### src/sv/sus_pkg.sv
package sus_pkg;

  localparam int CAPACITY = 16;
  localparam int CNT_W    = $clog2(CAPACITY + 1);
  localparam int DATA_W   = 32;

  typedef enum logic [1:0] {
    OP_INSERT = 2'd0,
    OP_REMOVE = 2'd1,
    OP_POP    = 2'd2,
    OP_CLEAR  = 2'd3
  } op_t;

  typedef enum logic [2:0] {
    ST_INSERTED  = 3'd0,
    ST_DUPLICATE = 3'd1,
    ST_REMOVED   = 3'd2,
    ST_ABSENT    = 3'd3,
    ST_FULL      = 3'd4,
    ST_POPPED    = 3'd5,
    ST_EMPTY     = 3'd6
  } status_t;

  // Broadcast to every cell for one beat.
  typedef struct packed {
    logic                     accept;
    op_t                      op;
    logic signed [DATA_W-1:0] value;
    logic                     hit;
    logic                     full;
  } cmd_t;

  // What a cell shows its neighbors.
  typedef struct packed {
    logic                     valid;
    logic                     gt;
    logic signed [DATA_W-1:0] value;
  } link_t;

endpackage

### src/sv/sus_cell.sv
module sus_cell (
  input  logic                              clk,
  input  logic                              rst_n,
  input  sus_pkg::cmd_t                     cmd,
  input  sus_pkg::link_t                    left,
  input  sus_pkg::link_t                    right,
  output sus_pkg::link_t                    self_o,
  output logic                              eq_o,
  output logic                              valid_nxt_o,
  output logic signed [sus_pkg::DATA_W-1:0] value_nxt_o
);
  import sus_pkg::*;

  logic signed [DATA_W-1:0] value_r, value_nxt;
  logic                     valid_r, valid_nxt;
  logic                     gt, eq;

  assign gt = valid_r && (value_r > cmd.value);
  assign eq = valid_r && (value_r == cmd.value);

  always_comb begin
    value_nxt = value_r;
    valid_nxt = valid_r;
    if (cmd.accept) begin
      unique case (cmd.op)
        OP_INSERT: begin
          if (!cmd.hit && !cmd.full && (gt || (!valid_r && left.valid))) begin
            value_nxt = left.gt ? left.value : cmd.value;
            valid_nxt = 1'b1;
          end
        end
        OP_REMOVE: begin
          if (cmd.hit && (gt || eq)) begin
            value_nxt = right.value;
            valid_nxt = right.valid;
          end
        end
        OP_POP: begin
          if (valid_r) begin
            value_nxt = right.value;
            valid_nxt = right.valid;
          end
        end
        OP_CLEAR: begin
          valid_nxt = 1'b0;
        end
        default: ;
      endcase
    end
  end

  always_ff @(posedge clk) begin
    value_r <= value_nxt;
    if (!rst_n) begin
      valid_r <= 1'b0;
    end else begin
      valid_r <= valid_nxt;
    end
  end

  assign self_o      = '{valid: valid_r, gt: gt, value: value_r};
  assign eq_o        = eq;
  assign valid_nxt_o = valid_nxt;
  assign value_nxt_o = value_nxt;

endmodule

### src/sv/sorted_unique_set_unit.sv
// Sorted set of up to 16 distinct signed 32-bit values, kept in a row of
// compare-and-shift cells, smallest value in the first cell.
// Input stream: one beat is one command (insert, remove, pop smallest, clear).
// Output stream: exactly one result beat per command, in order, carrying the
// status, the smallest value after the command (zero when empty), an empty
// flag and the element count.
// Every cell compares its entry with the command value at once and takes its
// own, its left or its right neighbor's entry, all in parallel: the result is
// registered and valid in the cycle after the input beat, and one command
// is taken per cycle as long as the result is taken.
// The result sits in an output register; while the receiver stalls, that
// register holds and in_tready stays low, so no beat is dropped.
// Reset empties the set at once (no clearing pass) and drops any pending
// result; in_tready is high in the first cycle after reset.
module sorted_unique_set_unit (
  input  logic        clk,
  input  logic        rst_n,
  input  logic        in_tvalid,
  output logic        in_tready,
  input  logic [39:0] in_tdata,   // [1:0] opcode, [33:2] value, [39:34] zero
  output logic        out_tvalid,
  input  logic        out_tready,
  output logic [47:0] out_tdata   // [2:0] status, [34:3] head_value, [35] is_empty,
                                  // [40:36] entry_count, [47:41] zero
);
  import sus_pkg::*;

  logic                     acc;
  cmd_t                     cmd;
  link_t                    links [CAPACITY];
  link_t                    lefts [CAPACITY];
  link_t                    rights[CAPACITY];
  logic [CAPACITY-1:0]      eq_vec, valid_vec, valid_nxt_vec;
  logic signed [DATA_W-1:0] value_nxt [CAPACITY];
  logic                     hit, full;

  logic [CNT_W-1:0]         cnt_r, cnt_nxt;
  status_t                  status;
  logic                     out_valid_r;
  status_t                  status_r;
  logic signed [DATA_W-1:0] head_r;
  logic                     empty_r;
  logic [CNT_W-1:0]         count_r;

  assign in_tready = !out_valid_r || out_tready;
  assign acc       = in_tvalid && in_tready;
  assign hit       = |eq_vec;
  assign full      = valid_vec[CAPACITY-1];

  assign cmd = '{accept: acc, op: op_t'(in_tdata[1:0]),
                 value: $signed(in_tdata[33:2]), hit: hit, full: full};

  for (genvar i = 0; i < CAPACITY; i++) begin : g_cell
    if (i == 0) begin : g_first
      assign lefts[i] = '{valid: 1'b1, gt: 1'b0, value: '0};
    end else begin : g_mid_l
      assign lefts[i] = links[i-1];
    end
    if (i == CAPACITY - 1) begin : g_last
      assign rights[i] = '{valid: 1'b0, gt: 1'b0, value: '0};
    end else begin : g_mid_r
      assign rights[i] = links[i+1];
    end

    sus_cell u_cell (
      .clk         (clk),
      .rst_n       (rst_n),
      .cmd         (cmd),
      .left        (lefts[i]),
      .right       (rights[i]),
      .self_o      (links[i]),
      .eq_o        (eq_vec[i]),
      .valid_nxt_o (valid_nxt_vec[i]),
      .value_nxt_o (value_nxt[i])
    );
    assign valid_vec[i] = links[i].valid;
  end

  always_comb begin
    cnt_nxt = cnt_r;
    status  = ST_EMPTY;
    unique case (cmd.op)
      OP_INSERT: begin
        if (hit) begin
          status = ST_DUPLICATE;
        end else if (full) begin
          status = ST_FULL;
        end else begin
          status  = ST_INSERTED;
          cnt_nxt = cnt_r + CNT_W'(1);
        end
      end
      OP_REMOVE: begin
        if (hit) begin
          status  = ST_REMOVED;
          cnt_nxt = cnt_r - CNT_W'(1);
        end else begin
          status = ST_ABSENT;
        end
      end
      OP_POP: begin
        if (valid_vec[0]) begin
          status  = ST_POPPED;
          cnt_nxt = cnt_r - CNT_W'(1);
        end
      end
      OP_CLEAR: begin
        cnt_nxt = '0;
      end
      default: ;
    endcase
  end

  always_ff @(posedge clk) begin
    if (!rst_n) begin
      cnt_r       <= '0;
      out_valid_r <= 1'b0;
    end else begin
      if (acc) begin
        cnt_r <= cnt_nxt;
      end
      if (acc) begin
        out_valid_r <= 1'b1;
      end else if (out_tready) begin
        out_valid_r <= 1'b0;
      end
    end
  end

  always_ff @(posedge clk) begin
    if (acc) begin
      status_r <= status;
      head_r   <= valid_nxt_vec[0] ? value_nxt[0] : '0;
      empty_r  <= !valid_nxt_vec[0];
      count_r  <= cnt_nxt;
    end
  end

  assign out_tvalid = out_valid_r;
  assign out_tdata  = {7'd0, count_r, empty_r, head_r, status_r};

  logic [CAPACITY:0] fill_mask;
  assign fill_mask = ((CAPACITY+1)'(1) << cnt_r) - (CAPACITY+1)'(1);

  a_fill_matches_count: assert property (@(posedge clk) disable iff (!rst_n)
    valid_vec == fill_mask[CAPACITY-1:0])
    else $error("occupied cells do not match the element count");

  a_remove_shrinks: assert property (@(posedge clk) disable iff (!rst_n)
    acc && cmd.op == OP_REMOVE && hit |=> cnt_r == $past(cnt_r) - CNT_W'(1))
    else $error("successful remove did not shrink the set");

  a_single_match: assert property (@(posedge clk) disable iff (!rst_n)
    $onehot0(eq_vec))
    else $error("value stored in more than one cell");

  a_empty_head_zero: assert property (@(posedge clk) disable iff (!rst_n)
    out_valid_r && empty_r |-> head_r == '0 && count_r == '0)
    else $error("empty result carries a head or a count");

endmodule
### config.mk
export PLATFORM = sky130hd
export DESIGN_NAME = sorted_unique_set_unit
export DESIGN_NICKNAME = d
export VERILOG_FILES = /design/src/sv/sus_pkg.sv /design/src/sv/sus_cell.sv /design/src/sv/sorted_unique_set_unit.sv
export SDC_FILE = /design/constraint.sdc
export NUM_CORES = 2
export LEC_CHECK = 0
export BUFFER_PORTS_ARGS = -buffer_cell sky130_fd_sc_hd__buf_2
export CORE_ASPECT_RATIO = 0.9
export CORE_MARGIN = 4
export CORE_UTILIZATION = 47
export CTS_CLUSTER_DIAMETER = 30
export DETAILED_ROUTE_END_ITERATION = 10
export HOLD_SLACK_MARGIN = 0.03
export PLACE_DENSITY_LB_ADDON = 0.2
export SYNTH_ARGS = -nofsm -noshare
export SYNTH_HDL_FRONTEND = slang
export SYNTH_SLANG_ARGS = --single-unit
### constraint.sdc
create_clock -name clk -period 7.11 [get_ports clk]
set_input_delay 0.711 -clock clk [delete_from_list [all_inputs] [get_ports clk]]
set_output_delay 0.711 -clock clk [all_outputs]
set_load 0.03 [all_outputs]
After elaboration in Yosys (flattened, before gate mapping)
Cells that the tools add are included.

Flip-flop bits (word level): 575. Output and inout port bits: 50. Word-level logic and storage cells: 444.

$add $sub $neg: 2. Magnitude comparators: 16. Equality and inequality tests: 64. Multiplexer cells: 156. Reductions and logical operators: 168.

Operators with widths (number): $mux W32 (64); $pmux W32 S3 (16); $eq A32 B32 Y1 (16); $gt A32 B32 Y1 (16); $ne A2 B1 Y1 const B (45); $logic_and A1 B1 Y1 (81); $reduce_and A5 Y1 (15); $pmux W1 S4 (15); $mux W1 (51); $reduce_and A3 Y1 (15); $logic_or A1 B1 Y1 (33); $mux W5 (4); $pmux W5 S4 (1); $logic_not A1 Y1 (19); $reduce_or A16 Y1 (1); $pmux W3 S3 (1); $mux W3 (2); $add A5 B1 Y5 const B (1); $sub A5 B1 Y5 const B (1); $eq A2 B2 Y1 const B (2); $pmux W1 S3 (1); $reduce_bool A3 Y1 (1); $eq A2 B1 Y1 const B (1); $logic_not A2 Y1 (1); other kinds (3) (3).

Longest topological paths before layout
Depth in word-level cells: 10. Gate-level depth with buffers: 16.

Hierarchy
From an unflattened synthesis, not the netlist that was laid out.

Cells, all modules: 8429. Area total of the unflattened synthesis: 62366.1 sq um.

By module, submodules not included: sus_cell (g_cell[0].u_cell ...) (times used 10, cells each 439, area an instance 3423.3 sq um); sus_cell (g_cell[4].u_cell ...) (times used 6, cells each 641, area an instance 4300.4 sq um); sorted_unique_set_unit (times used 1, cells each 193, area an instance 2331.0 sq um).

Worst setup path before layout
No wires, ideal clock.

Kind: input-to-reg. From: input in_tdata[33]. To: register g_cell[15].u_cell.value_r[0] (enable). Arrival: 6485 ps. Data required time: 6609 ps. Slack: 124 ps. Stages: 12. Path buffers: 3. Cells stage by stage: clkbuf_1 -> clkbuf_1 -> inv_1 -> ha_1 -> nand4_2 -> or4_4 -> nand2b_4 -> o221ai_2 -> nor4b_2 -> and3_1 -> buf_6 -> nor4_1.

Longest elaborated chain between the ends: 8.

Ends and longest elaborated chain: start: declaration (RTL line sorted_unique_set_unit.sv:20) `input logic [39:0] in_tdata,`; branches (longest 7 deep; another with $gt A32 B32 Y1); $reduce_and A5 Y1 (no source line) (*); end signal: assignment (RTL line sus_cell.sv:53) `value_r <= value_nxt;`; end: declaration (RTL line sus_cell.sv:14) `logic signed [DATA_W-1:0] value_r, value_nxt;`.

Every way passes the cells marked *. A chain may end at the register's enable or synchronous reset.

Worst setup path after layout
From: input in_tdata[33]. To: register g_cell[14].u_cell.value_r[2] (enable).

Longest elaborated chain between the ends: 8.

Ends and longest elaborated chain (RTL line): branches (longest 7 deep; another with $gt A32 B32 Y1); $reduce_and A5 Y1 (no source line) (*); end signal: assignment (sus_cell.sv:53); end: declaration (sus_cell.sv:14).

Marked as above.

==> results.yml <==
run_status:
  status: "completed"
worst_hold_path:
  hold_depth: 3
  hold_start: "in_tvalid"
  hold_class: "input pin to register"
  min_to: "out_tvalid$_SDFFE_PN0P_"
pwr:
  p_sw_mw: 3.81
  ir_drop_uv: 273
  power.leakage_nw: 21.2
  combPwrFrac_pct: 17.1
  pwr-share-clk_pct: 50.5
  p_int_mw: 9.54
  p_seq_share_pct: 32.4
  p_per_area_nw_per_um2: 270
  p_sw_share_pct: 28.5
drt:
  routed_wl_microns: 130000
  wl_per_cell_microns: 22.6
  post-route-drc-count: 0
  drt_iter0_drc: 3320
  via_per_inst: 6.19
  firstDrtPassIters: 6
  antenna_left: 0
  vias: 35581
layout:
  final_cell_mix: "604 x nand2_1, 557 x o21ai_0, 521 x edfxtp_1"
  nets: 5019
  syn_to_final_growth_pct: 15.7
  fin_area_sq_um: 49400
  final_common_cell: "nand2_1"
  layout-drive-gt1-share_pct: 11.8
floorplanning:
  die_y_microns: 294
  core-area_sq_um: 89800
  initial_utilization_pct: 47.5
  die_area_sq_um: 95700
  placementRows: 104
  ios: 94
  fp.dieW_microns: 326
clock_tree:
  cts-root-buf: "clkbuf_16"
  clock_path_buffers: 3
  cts_resized: 0
  clock_latency_ns: 0.72
  cts_hold_buf: 0
  post_cts_buffers: 0
  cts_tree: "yes"
  cts_buffers: 148
  cts.sinks: 575
  h-tree-depth: 4
  clkTransAtPathRegs_ns: 0.05
run:
  maxCapViolations: 0
sta:
  clock.fmax_mhz: 183
  slew_headroom_pct: 17.0
  rsz0062_at_grt: "no"
  fin_crit_ns: 5.47
  finalSetupTns_ns: 0
  skew_ns: 0.0257
  hold_viol_final: 0
  whs_ns: 0.250
  setup_viol: 0
  report.final.slew_viol_count: 0
  post-route-period-util_pct: 76.9
  worstMarginPinSlew_ns: 1.24
critical_path:
  arrival_ns: 5.80
  path_cells: "buf_2 -> inv_1 -> buf_4 -> ha_1 -> nand4_1 -> nor4_1 -> nand4_1 -> nand4_1 -> nor4b_2 -> and2_0 -> nor2_1 -> or3_1 -> a221oi_4 -> buf_4"
  cp-end-kind: "register"
  timing.rr.start: "g_cell[1].u_cell.value_r[31]$_DFFE_PP_"
  cp_common_cell: "nand4_1"
  cp.required_ns: 7.44
  crit_path_max_fanout: 32
  r2r_cells: 10
  r2r_setup_slack_ns: 2.05
  startpoint_type: "input pin"
  rr_endpoint: "g_cell[14].u_cell.value_r[2]$_DFFE_PP_"
  cp_num_buf_inv: 4
  slowest_delay_ns: 0.83
  cp_top_family: "simple AND/OR/NAND/NOR gates"
  crit_start: "in_tdata[33]"
  worstSetupPathType: "input pin to register"
  slowest_stage: "or3_1"
synthesis:
  synth_area_sq_um: 42700
  synth_cells: 4422
  ys_async_sr_fraction_pct: 0
  synth_largest_area_cell: "edfxtp_1"
  syn_area_per_cell_sq_um: 9.65
  synth_top_family_by_area: "compound AO/OA/AOI/OAI gates"
  synth-simple-area-share_pct: 13.2
  yosysSeqAreaShare_pct: 39.2
  synth_top_area_share_pct: 36.7
  ys_top_cells_by_area: "edfxtp_1 37%, ha_1 15%, mux2i_1 11%"
  synthMuxAreaShare_pct: 12.4
  yosys.area_share.adder_pct: 15.2
  synth_compound_area_share_pct: 16.0
  synth-main-ff-cell: "edfxtp_1"
  synthXorXnorAreaFrac_pct: 0.0616
  synth_edf_count: 521
  ys_types: 83
  yosys_warnings: 0
  ys_ff_latch: 575
placed_design:
  portBuffers: 80
  place_area_sq_um: 44400
  dp_hpwl_microns: 94400
  gp_congestion: 0.923
global_routing:
  grt_max_degree: 255
  grt_remaining_overflow: 0
  grt_pass1_vias: 34864
  grt_pass1_wl_microns: 202000
  track_usage_pct: 26.5
  antenna_found_initial: 7
## per-stage QoR
step	power (mW)	utilization (%)	worst slack, ns	std cells
after floorplan	5.92	-	0.124	4428
after global placement	6.54	49.5	1.05	5473
after detailed placement	6.61	49.5	1.03	5473
after CTS	13.4	55.0	1.76	5741
after global routing	13.9	55.0	1.53	5741
final	13.3	55.0	1.64	5745
## cells by family after synthesis
family                   after synthesis
XOR/XNOR                               3
multiplexers                         519
adder cells (fa/ha/maj)              518
buffers and inverters                428
other                                  1
flip-flops                           575
AND/OR/NAND/NOR                     1233
AO/OA/AOI/OAI                       1145
## state kept, by name (all words and copies together), names as in the netlist
signal and cells:
g_cell.u_cell.value_r 512, head_r 32, g_cell.u_cell.valid_r 16, cnt_r 5
count_r 5, status_r 3, empty_r 1, out_tvalid 1
## metal layers
| layer | vias up | GRT usage (%) | routed length [microns] |
|---|---|---|---|
| li1 | 16770 | - | - |
| met1 | 17368 | 38.4 | 60200 |
| met2 | 1226 | 39.6 | 55500 |
| met3 | 211 | 5.92 | 10800 |
| met4 | 6 | 8.03 | 3140 |
| met5 | - | 0 | 35 |
## cell type report
| cell class | instances | area (sq um) |
|---|---|---|
| tap | 1166 | 1460 |
| clock inverter | 88 | 926 |
| clock buffer | 180 | 4040 |
| timing repair buffer | 186 | 1220 |
| fill | 7918 | 40400 |
| sequential | 575 | 16700 |
| antenna | 4 | 10.0 |
| inverter | 121 | 454 |
| multi-input combinational | 3425 | 24600 |
## worst reg2reg max path: stages (launching register included)
cell	delay [ns]
edfxtp_1	0.43
ha_1	0.43
nand4_1	0.23
nor4_1	0.75
nand4_1	0.40
o2111ai_1	0.24
nor4b_2	0.15
and3_1	0.30
or3_1	0.82
a221oi_4	0.37
buf_4	0.54
## power by group through the flow
stage / clock network [mW] / registers, mW / logic [mW]
floorplan: 0 / 4.32 / 1.60
finish: 6.74 / 4.33 / 2.28
CTS: 6.82 / 4.33 / 2.25
global placement: 0 / 4.38 / 2.17
detailed placement: 0 / 4.38 / 2.23
global route: 7.03 / 4.36 / 2.56
## synthesized netlist by cell type (5+ instances only)
cell type and number:
a2111oi_0 5, a211o_1 13, a211oi_1 23, a21o_1 115, a21oi_1 200, a221o_1 5
a221oi_1 5, a31oi_1 76, and2_1 11, and3_1 37, and4_1 6, buf_1 5
buf_2 51, buf_4 8, clkbuf_1 241, dfxtp_1 54, edfxtp_1 521, ha_1 518
inv_1 118, mux2_2 67, mux2i_1 452, nand2_1 604, nand2b_1 9, nand3_1 159
nand4_1 132, nor2_1 157, nor2b_1 27, nor3_1 36, nor4_1 27, o211a_1 5
o211ai_1 26, o21a_1 27, o21ai_0 557, o21ai_1 5, o221a_2 6, o22ai_1 7
o311a_1 10, o31a_1 7, o31ai_1 5, or2_2 8
## worst max-delay path by stage
stage / slack (ns) / end / cells past startpoint
finish: 1.64 / g_cell[14].u_cell.value_r[2]$_DFFE_PP_ / 14
global route: 1.53 / g_cell[14].u_cell.value_r[2]$_DFFE_PP_ / 13
CTS: 1.76 / g_cell[14].u_cell.value_r[4]$_DFFE_PP_ / 14
detailed placement: 1.03 / g_cell[14].u_cell.value_r[27]$_DFFE_PP_ / 14
global placement: 1.05 / g_cell[14].u_cell.value_r[26]$_DFFE_PP_ / 14
floorplan: 0.12 / g_cell[15].u_cell.value_r[0]$_SDFFCE_PP0P_ / 12
(Power assumes the default switching activity.)
